## config.mk

```make
export PLATFORM = sky130hd
export DESIGN_NAME = numeric_token_classifier_unit
export DESIGN_NICKNAME = d
export VERILOG_FILES = /design/src/hw/rtl/ntc_pkg.sv /design/src/hw/rtl/ntc_char_update.sv /design/src/hw/rtl/ntc_classify.sv /design/src/hw/rtl/numeric_token_classifier_unit.sv
export SDC_FILE = /design/constraint.sdc
export NUM_CORES = 1
export LEC_CHECK = 0
export BUFFER_PORTS_ARGS = -buffer_cell sky130_fd_sc_hd__buf_2
export CAP_MARGIN = 20
export CORE_ASPECT_RATIO = 0.9
export CORE_UTILIZATION = 40
export DETAILED_ROUTE_END_ITERATION = 7
export HOLD_SLACK_MARGIN = 0.15
export PLACE_DENSITY = 0.68
export SLEW_MARGIN = 20
export SYNTH_ARGS = -nofsm -noshare
export SYNTH_HDL_FRONTEND = slang
export SYNTH_SLANG_ARGS = --single-unit
export TNS_END_PERCENT = 50
```

## constraint.sdc

```tcl
create_clock -name aclk -period 2.13 [get_ports aclk]
set_input_delay 0.213 -clock aclk [delete_from_list [all_inputs] [get_ports aclk]]
set_output_delay 0.213 -clock aclk [all_outputs]
set_load 0.01 [all_outputs]
```

## src/hw/rtl/ntc_pkg.sv

```systemverilog
// shared types and constants of the numeric token classifier
package ntc_pkg;

    typedef enum logic [2:0] {
        TT_BLANK   = 3'd0,
        TT_STRING  = 3'd1,
        TT_INTEGER = 3'd2,
        TT_REAL    = 3'd3,
        TT_OPEN    = 3'd4,
        TT_CLOSE   = 3'd5,
        TT_WORD    = 3'd6
    } token_type_t;

    typedef enum logic [1:0] {
        BRACE_NONE  = 2'd0,
        BRACE_OPEN  = 2'd1,
        BRACE_CLOSE = 2'd2
    } brace_t;

    localparam logic [1:0] CNT_SAT = 2'd2;

    localparam logic [7:0] CH_ZERO   = 8'h30;
    localparam logic [7:0] CH_NINE   = 8'h39;
    localparam logic [7:0] CH_LC_A   = 8'h61;
    localparam logic [7:0] CH_LC_F   = 8'h66;
    localparam logic [7:0] CH_UC_A   = 8'h41;
    localparam logic [7:0] CH_UC_F   = 8'h46;
    localparam logic [7:0] CH_X      = 8'h78;
    localparam logic [7:0] CH_LBRACE = 8'h7b;
    localparam logic [7:0] CH_RBRACE = 8'h7d;
    localparam logic [7:0] CH_PLUS   = 8'h2b;
    localparam logic [7:0] CH_MINUS  = 8'h2d;
    localparam logic [7:0] CH_POINT  = 8'h2e;
    localparam logic [7:0] CH_LC_E   = 8'h65;
    localparam logic [7:0] CH_UC_E   = 8'h45;

    typedef struct packed {
        logic [1:0] char_count;
        logic       first_zero;
        logic       hex_prefix;
        logic       hex_digits_ok;
        logic       sign_seen;
        logic       point_seen;
        logic       exponent_seen;
        logic       int_possible;
        logic       float_possible;
        logic       digits_seen;
        brace_t     first_brace;
    } tok_state_t;

    localparam tok_state_t TOK_RESET = '{
        char_count:     2'd0,
        first_zero:     1'b0,
        hex_prefix:     1'b0,
        hex_digits_ok:  1'b1,
        sign_seen:      1'b0,
        point_seen:     1'b0,
        exponent_seen:  1'b0,
        int_possible:   1'b1,
        float_possible: 1'b1,
        digits_seen:    1'b0,
        first_brace:    BRACE_NONE
    };

endpackage

```

## src/hw/rtl/ntc_char_update.sv

```systemverilog
// per-character update of the token flags
module ntc_char_update (
    input  ntc_pkg::tok_state_t cur,
    input  logic [7:0]          ch,
    input  logic                no_char,
    output ntc_pkg::tok_state_t nxt
);

    logic is_dec;
    logic is_hex;
    logic is_sign;
    logic is_point;
    logic is_exp;

    assign is_dec   = (ch >= ntc_pkg::CH_ZERO) && (ch <= ntc_pkg::CH_NINE);
    assign is_hex   = is_dec
                   || ((ch >= ntc_pkg::CH_LC_A) && (ch <= ntc_pkg::CH_LC_F))
                   || ((ch >= ntc_pkg::CH_UC_A) && (ch <= ntc_pkg::CH_UC_F));
    assign is_sign  = (ch == ntc_pkg::CH_PLUS) || (ch == ntc_pkg::CH_MINUS);
    assign is_point = (ch == ntc_pkg::CH_POINT);
    assign is_exp   = (ch == ntc_pkg::CH_LC_E) || (ch == ntc_pkg::CH_UC_E);

    always_comb begin
        nxt = cur;
        if (!no_char) begin
            case (cur.char_count)
                2'd0: begin
                    nxt.first_zero = (ch == ntc_pkg::CH_ZERO);
                    if (ch == ntc_pkg::CH_LBRACE) begin
                        nxt.first_brace = ntc_pkg::BRACE_OPEN;
                    end else if (ch == ntc_pkg::CH_RBRACE) begin
                        nxt.first_brace = ntc_pkg::BRACE_CLOSE;
                    end else begin
                        nxt.first_brace = ntc_pkg::BRACE_NONE;
                    end
                end
                2'd1: begin
                    nxt.hex_prefix = cur.first_zero && (ch == ntc_pkg::CH_X);
                end
                default: begin
                    if (!is_hex) begin
                        nxt.hex_digits_ok = 1'b0;
                    end
                end
            endcase
            if (cur.char_count < ntc_pkg::CNT_SAT) begin
                nxt.char_count = cur.char_count + 2'd1;
            end

            // grammar flags freeze after the first failure
            if (cur.float_possible) begin
                if (is_sign) begin
                    if (cur.sign_seen) begin
                        nxt.int_possible   = 1'b0;
                        nxt.float_possible = 1'b0;
                    end else begin
                        nxt.sign_seen = 1'b1;
                    end
                end else if (is_dec) begin
                    nxt.digits_seen = 1'b1;
                end else if (is_point) begin
                    if (cur.point_seen) begin
                        nxt.int_possible   = 1'b0;
                        nxt.float_possible = 1'b0;
                    end else begin
                        nxt.point_seen   = 1'b1;
                        nxt.int_possible = 1'b0;
                    end
                end else if (is_exp) begin
                    if (cur.exponent_seen || !cur.digits_seen) begin
                        nxt.int_possible   = 1'b0;
                        nxt.float_possible = 1'b0;
                    end else begin
                        // exponent starts a new part
                        nxt.exponent_seen = 1'b1;
                        nxt.int_possible  = 1'b0;
                        nxt.point_seen    = 1'b0;
                        nxt.sign_seen     = 1'b0;
                        nxt.digits_seen   = 1'b0;
                    end
                end else begin
                    nxt.int_possible   = 1'b0;
                    nxt.float_possible = 1'b0;
                end
            end
        end
    end

endmodule

```

## src/hw/rtl/ntc_classify.sv

```systemverilog
// final token classification from the flags
module ntc_classify (
    input  ntc_pkg::tok_state_t  st,
    input  logic                 quoted,
    output ntc_pkg::token_type_t token_type
);

    always_comb begin
        if (st.char_count == 2'd0) begin
            token_type = ntc_pkg::TT_BLANK;
        end else if (quoted) begin
            token_type = ntc_pkg::TT_STRING;
        end else if ((st.char_count >= ntc_pkg::CNT_SAT) && st.hex_prefix
                     && st.hex_digits_ok) begin
            token_type = ntc_pkg::TT_INTEGER;
        end else if (st.int_possible && st.digits_seen) begin
            token_type = ntc_pkg::TT_INTEGER;
        end else if (st.float_possible && st.digits_seen) begin
            token_type = ntc_pkg::TT_REAL;
        end else if (st.first_brace == ntc_pkg::BRACE_OPEN) begin
            token_type = ntc_pkg::TT_OPEN;
        end else if (st.first_brace == ntc_pkg::BRACE_CLOSE) begin
            token_type = ntc_pkg::TT_CLOSE;
        end else begin
            token_type = ntc_pkg::TT_WORD;
        end
    end

endmodule

```

## src/hw/rtl/numeric_token_classifier_unit.sv

```systemverilog
// top level of the numeric token classifier
//
// Usage: the characters of a token arrive on the s_ channel, one byte per
// item, with s_is_last marking the item that ends the token. s_no_char lets
// an item carry no character (an empty token ends this way), and
// s_within_quotes is sampled on the last item only. Each last item yields
// one item on the m_ channel: m_token_type (blank, string, integer, real,
// open bracket, close bracket, word); other items yield nothing.
// Timing: an accepted item is held in the input register, where the token
// flags are updated and the type is worked out; when a last item leaves the
// input register, the result register takes its type and m_valid rises.
// One item is taken every cycle while the result side keeps up.
// Stall: while a result waits in the output register, items that are not
// last keep flowing; a last item waits in the input register until the
// result register is free.
// Reset: aresetn (synchronous, active low) empties both registers and
// returns the token flags to the start of a new token.
module numeric_token_classifier_unit (
    input  logic       aclk,
    input  logic       aresetn,
    input  logic       s_valid,
    output logic       s_ready,
    input  logic [7:0] s_ch,
    input  logic       s_no_char,
    input  logic       s_is_last,
    input  logic       s_within_quotes,
    output logic       m_valid,
    input  logic       m_ready,
    output logic [2:0] m_token_type
);

    logic       in_valid_reg;
    logic [7:0] in_ch_reg;
    logic       in_no_char_reg;
    logic       in_last_reg;
    logic       in_quoted_reg;

    ntc_pkg::tok_state_t  tok_state_reg;
    ntc_pkg::tok_state_t  tok_state_upd;
    ntc_pkg::token_type_t type_calc;

    logic                 m_valid_reg;
    ntc_pkg::token_type_t m_type_reg;

    logic out_free;
    logic consume;

    assign out_free = !m_valid_reg || m_ready;
    // only a last item needs room in the result register
    assign consume  = in_valid_reg && (!in_last_reg || out_free);
    assign s_ready  = !in_valid_reg || consume;

    always_ff @(posedge aclk) begin
        if (!aresetn) begin
            in_valid_reg <= 1'b0;
        end else if (s_ready) begin
            in_valid_reg <= s_valid;
        end
    end

    always_ff @(posedge aclk) begin
        if (s_valid && s_ready) begin
            in_ch_reg      <= s_ch;
            in_no_char_reg <= s_no_char;
            in_last_reg    <= s_is_last;
            in_quoted_reg  <= s_within_quotes;
        end
    end

    ntc_char_update u_update (
        .cur     (tok_state_reg),
        .ch      (in_ch_reg),
        .no_char (in_no_char_reg),
        .nxt     (tok_state_upd)
    );

    ntc_classify u_classify (
        .st         (tok_state_upd),
        .quoted     (in_quoted_reg),
        .token_type (type_calc)
    );

    always_ff @(posedge aclk) begin
        if (!aresetn) begin
            tok_state_reg <= ntc_pkg::TOK_RESET;
        end else if (consume) begin
            tok_state_reg <= in_last_reg ? ntc_pkg::TOK_RESET : tok_state_upd;
        end
    end

    always_ff @(posedge aclk) begin
        if (!aresetn) begin
            m_valid_reg <= 1'b0;
        end else if (consume && in_last_reg) begin
            m_valid_reg <= 1'b1;
        end else if (m_ready) begin
            m_valid_reg <= 1'b0;
        end
    end

    always_ff @(posedge aclk) begin
        if (consume && in_last_reg) begin
            m_type_reg <= type_calc;
        end
    end

    assign m_valid      = m_valid_reg;
    assign m_token_type = m_type_reg;

    // the saturating character count never reaches three
    a_count_sat: assert property (@(posedge aclk) disable iff (!aresetn)
        tok_state_reg.char_count != 2'd3)
        else $error("character count past saturation");

    // an item that does not end a token is never held back
    a_mid_flows: assert property (@(posedge aclk) disable iff (!aresetn)
        (in_valid_reg && !in_last_reg) |-> consume)
        else $error("mid-token item stalled");

    // a consumed last item shows up as a result in the next cycle
    a_last_result: assert property (@(posedge aclk) disable iff (!aresetn)
        (consume && in_last_reg) |=> (m_valid_reg && m_type_reg == $past(type_calc)))
        else $error("last item lost its result");

    // flags are back at the start of a token after a result is produced
    a_flags_cleared: assert property (@(posedge aclk) disable iff (!aresetn)
        (consume && in_last_reg) |=> (tok_state_reg == ntc_pkg::TOK_RESET))
        else $error("token flags not cleared");

endmodule

```

# [After elaboration in Yosys (flattened, before gate mapping)]
# Cells that the tools add are included.
[classes] addsub=1 order_cmp=8 eq_ne=21 n_mux=38 n_reduce_logical=38
[ops] cell="== test 8 x 7 -> 1 bit, second input constant" n=5
[ops] cell="== test 8 x 6 -> 1 bit, second input constant" n=4
[ops] cell="2-to-1 mux 13 bit" n=2
[ops] cell="2-to-1 mux 2 bit" n=13
[ops] cell="2-to-1 mux 1 bit" n=19
[ops] cell="greater-or-equal comparator 8 x 7 -> 1 bit, second input constant" n=2
[ops] cell="less-or-equal comparator 8 x 7 -> 1 bit, second input constant" n=2
[ops] cell="AND reduction 7 bit" n=2
[ops] cell="logical AND 1 bit" n=11
[ops] cell="inequality test 3 x 2 -> 1 bit, second input constant" n=3
[ops] cell="greater-or-equal comparator 8 x 6 -> 1 bit, second input constant" n=1
[ops] cell="less-or-equal comparator 8 x 6 -> 1 bit, second input constant" n=1
[ops] cell="logical OR 1 bit" n=8
[ops] cell="inequality test 2 bit, second input constant" n=4
[ops] cell="AND reduction 8 bit" n=1
[ops] cell="nonzero test 2 bit" n=4
[ops] cell="2-to-1 mux 3 bit" n=2
[ops] cell="2-to-1 mux 6 bit" n=1
[ops] cell="nonzero test 3 bit" n=2
[ops] cell="2-to-1 mux 5 bit" n=1
[ops] cell="OR reduction 5 bit" n=1
[ops] cell="== test 2 x 1 -> 1 bit, second input constant" n=2
[ops] cell="logical NOT 1 bit" n=4
[ops] cell="logical NOT 2 bit" n=2
[ops] cell="other kinds (8)" n=9
[totals] ff_bits=29 input_bits=15

# [Depth between registers and ports, before layout]
[depth] depth_word=16 ltp_mapped=10

# [Cells and area by module]
# From an unflattened synthesis, not the netlist that was laid out.
[hier_totals] cells_unflattened=131 hier_area_um2=1468.9
[modules_own_cells] module="numeric_token_classifier_unit" instances=1 cells_per_inst=59 area_per_inst_um2=957.2 seq_area_each_um2=720.7
[modules_own_cells] module="ntc_char_update" instances=1 cells_per_inst=59 area_per_inst_um2=407.9 seq_area_each_um2=0.0
[modules_own_cells] module="ntc_classify" instances=1 cells_per_inst=13 area_per_inst_um2=103.8 seq_area_each_um2=0.0

# [Worst setup path before layout]
# Ideal clock, no wire load.
[synth_path] path_kind="reg-to-reg" startpoint="register in_ch_reg[7]" endpoint="register m_type_reg[2] (netlist: m_token_type[2]), data pin" arrival_time_ns=1.853 required_time_ns=1.874 slack_ns=0.021 stages_incl_launch_ff=6 n_path_buf=0 period_less_slack_ns=2.109 cell_sequence="edfxtp_1 > or4b_4 > or4b_4 > nand3_2 > o211ai_2 > and4b_1"
[synth_between] elab_chain_cells=10
[synth_rtl] element="from (decl)" line_no="numeric_token_classifier_unit.sv:33" source="logic [7:0] in_ch_reg;"
[synth_rtl] element="from (signal assigned)" line_no="numeric_token_classifier_unit.sv:63" source="in_ch_reg <= s_ch;"
[synth_rtl] element="parallel branches: the longest is 7 deep, another holds greater-or-equal comparator 8 x 6 -> 1 bit"
[synth_rtl] element="2-to-1 mux 13 bit (*)" line_no="ntc_char_update.sv:25" source="if (!no_char) begin"
[synth_rtl] element="logical AND 1 bit, on equally long branches" line_no="ntc_classify.sv:18, ntc_classify.sv:16"
[synth_rtl] element="OR reduction 5 bit (no source line) (*)"
[synth_rtl] element="to (signal assigned)" line_no="numeric_token_classifier_unit.sv:103" source="m_type_reg <= type_calc;"
[synth_rtl] element="to (decl)" line_no="numeric_token_classifier_unit.sv:43" source="ntc_pkg::token_type_t m_type_reg;"
# Every way passes the cells marked *. The select of a mux whose other input is x is not followed.
# A chain may end at the register's enable or synchronous reset.

# [Worst setup path after layout]
[layout_path] startpoint="register in_ch_reg[4]" endpoint="register m_type_reg[2] (netlist: m_token_type[2]), data pin"
# The elaborated chain is that of the path after synthesis.

==> key figures <==
Outcome
  • Status: finished, final reports clean

Floorplan
  • Die H: 61.5 um
  • Core Area: approximately 3700 sq um
  • Starting Density: 0.421
  • Die ar.: about 4200 sq um
  • Placement Rows: 21
  • IO Pins: 20
  • Die X: around 68 um

Cells and area
  • Fin nets: around 230
  • Multi-input gate area: 836 sq um
  • Core Util, Final: 0.563
  • Area Overhead vs Synth: 33.8%
  • Finished Layout Cells: between 200 and 300
  • Reg area: just over 700 sq um
  • Fillers: approximately 330
  • Share of layout cells above drive strength 1: 0.301
  • ANT cells: 0
  • Max reg flops: 13

Worst setup path
  • Crit. End Element: flip-flop
  • Worst Path Class, Setup: reg2reg
  • Critical-path cell list: or4b_4 -> or4b_4 -> nand3_4 -> o211ai_2 -> and4b_1
  • Max incr delay on CP: between 0.5 and 0.6 ns
  • CP arrival: about 2.2 ns
  • Reg2reg path depth: 5
  • Startpoint class of the critical path: flip-flop
  • Slowest-stage cell, CP: or4b_4
  • Most Frequent Cell on Critical Path: or4b_4
  • Crit-path max FO: 3
  • Required time of the critical path: approximately 2.2 ns

Detailed routing
  • Drt initial violations: 92
  • Vias: 1442
  • Routed wire length: between 3000 and 4000 um
  • Antenna-violating nets left: 0
  • TritonRoute pass-1 iters: 4
  • Post-route DRC: 0
  • Via density per instance: around 5.7
  • Drt wl/cell: around 15 um

Placement
  • Inst Count DP: around 230
  • Port Buffer Count: 19
  • HPWL Detailed: 2690 um
  • GPL Wtd Cong: 0.912

Clocking
  • Total CTS buffers: 5
  • Root Buffer: clkbuf_8
  • Clk_lat worst skew: 0.29 ns
  • H-tree levels: 2
  • Clock-pin slew on the worst setup and hold paths: roughly 0.070 ns
  • CTS tree: yes
  • Max Buffers Root-to-Sink: 2
  • CTS sink count: 29

Power
  • Sw Ratio: 0.239
  • Clock share of power: 0.424
  • Power per Cell Area: between 600 and 700 nW/um^2
  • P_sw: roughly 0.32 mW
  • Pint: about 1 mW
  • Reg power frac: 0.466
  • Peak supply drop: about 0.40 mV
  • P_leak: ~0.78 nW
  • Combinational power share: 0.110

Logic synthesis
  • Post-Synth Adder-Cell Area: 0.0239
  • Compound-cell area share of the yosys netlist: 0.224
  • Cell Area, Synth: around 1600 sq um
  • Unique cell type count in the Yosys netlist: between 50 and 60
  • Post-Synth XOR/XNOR Area: 0.00557
  • Predominant post-synthesis flop cell: dfxtp_1
  • Mean cell area of the mapped netlist: ~9.9 sq um
  • EDFF count, synth: 14
  • Asr flop ratio synth: 0
  • Largest family of logic cells by synthesized area: simple AND/OR/NAND/NOR gates
  • Mapped Cells: 158
  • Synth warnings: 0
  • Post-synthesis mux area share: 0
  • Post-Synth Simple-Gate Area: 0.242
  • Post-Syn Nets: between 150 and 200
  • Post-synthesis sequential area ratio: 0.459
  • Post-synthesis register bit count: 29

Global routing
  • Vias in the first global route: approximately 1300
  • Largest net degree at the start of global routing: 13
  • First-pass GRT wire length: approximately 6000 um
  • Initial antenna violation count: 0
  • GRT Util Overall: 0.202
  • Grt total ovfl: 0

STA
  • Max-slew violation count: 0
  • Setup tns final: 0 ns
  • FMAX: 470 MHz
  • Rel. slew slack: 0.571
  • # setup viols final: 0
  • RSZ-0062 raised after global routing: true
  • Fin crit share: 1.00
  • Fin crit period: about 2.1 ns
  • Hold Violations, Final: 0
  • Setup Skew: 0.00565 ns
  • Worst-margin pin slew: between 0.6 and 0.7 ns

Worst hold path
  • WHS Path Cells: 3
  • Hold Path Class: in2reg

Run
  • Max-capacitance violation count: 0
==> synth_stat cells, types with 3 or more instances <==
master     n  share of area
nand2b_1   3          0.012
edfxtp_1  14           0.27
nor3_1     5          0.016
o41ai_1    3          0.017
a32oi_1    4          0.022
a21boi_0   3          0.014
nand3_1    3         0.0096
o21ai_0    9          0.029
nor2_1     7          0.017
a31oi_1    3          0.012
nand2_1   15          0.036
a21oi_1    6          0.019
dfxtp_1   15           0.19
o31ai_1    3          0.014
nor2b_1   10          0.040
ha_1       3          0.024
inv_1      8          0.019
==> area by class of cell <==
| cell class | count | share of cell area |
|---|---|---|
| Multi-Input combinational cell | 115 | 0.398 |
| Sequential cell | 29 | 0.343 |
| Timing Repair Buffer | 49 | 0.165 |
| Clock buffer | 5 | 0.0327 |
| Tap cell | 46 | 0.0274 |
| Clock inverter | 3 | 0.0196 |
| Inverter | 8 | 0.0143 |
==> cell usage in the layout, fill, tap and decap left out, types with 3 or more instances in the layout <==
cell,Yosys,layout
a21boi_0,3,3
a31oi_1,3,3
a21oi_1,6,5
dlygate4sd3_1,0,11
buf_2,1,19
buf_4,1,19
nor2_1,7,7
nor2b_1,10,10
edfxtp_1,14,14
nor3_1,5,4
nand2b_1,3,3
a32oi_1,4,4
clkbuf_8,0,5
nand3_1,3,3
inv_1,8,7
dfxtp_1,15,15
o21ai_0,9,8
nand2_1,15,15
==> path summary, 6_finish.rpt <==
path | startpoint | endpoint | slack [ns]
worst max-delay path | in_ch_reg[4] | m_token_type[2] | 0.001
worst min-delay path | s_valid | in_valid_reg | 0.19
worst max register to register | in_ch_reg[4] | m_token_type[2] | 0.001
worst min register to register | tok_state_reg[6] | tok_state_reg[6] | 0.49
==> cell families after synthesis <==
group | Yosys count
AND/OR/NAND/NOR | 63
AO/OA/AOI/OAI | 48
flip-flops | 29
buffers and inverters | 14
adder cells (fa/ha/maj) | 3
XOR/XNOR | 1
==> metal layers <==
layer	track usage	wire, um
met1	0.254	1740
met3	0.0815	257
met4	0.0833	72
met5	0	0
met2	0.308	1760
==> worst max-delay path, delay by kind of cell, from the launching register on <==
family           cells  cell delay [ns]
AND/OR/NAND/NOR      4             1.37
AO/OA/AOI/OAI        1             0.10
flip-flops           1             0.40
==> power groups by stage <==
stage                     Clock (mW)  Combinational (mW)  Sequential [mW]
after floorplan                    0              0.0799            0.630
after global placement             0               0.118            0.635
after detailed placement           0               0.121            0.637
after CTS                      0.581               0.140            0.624
after global routing           0.601               0.162            0.628
final                          0.570               0.148            0.626
==> repair_timing <==
action                     CTS  global route
setup endpoints to repair    2             5
hold endpoints to repair    11             0
hold buffers                11             0
pin swaps                    1             7
cloned                       0             0
buffers inserted             1             2
gates resized for setup      2            12
==> through the flow <==
| step | hold WS (ns) | total power, mW | worst slack (ns) | cell area, sq um |
|---|---|---|---|---|
| 3_3_place_gp | 0.389 | 0.753 | 0.0377 | 1800 |
| 6_report | 0.189 | 1.34 | 0.00100 | 2100 |
| 3_5_place_dp | 0.391 | 0.758 | -0.0211 | 1800 |
| 5_1_grt | 0.231 | 1.39 | -0.0497 | 2100 |
| 2_1_floorplan | 0.312 | 0.710 | 0.0207 | 1570 |
| 4_1_cts | 0.189 | 1.35 | 0.000997 | 2040 |
(Power assumes the default switching activity.)
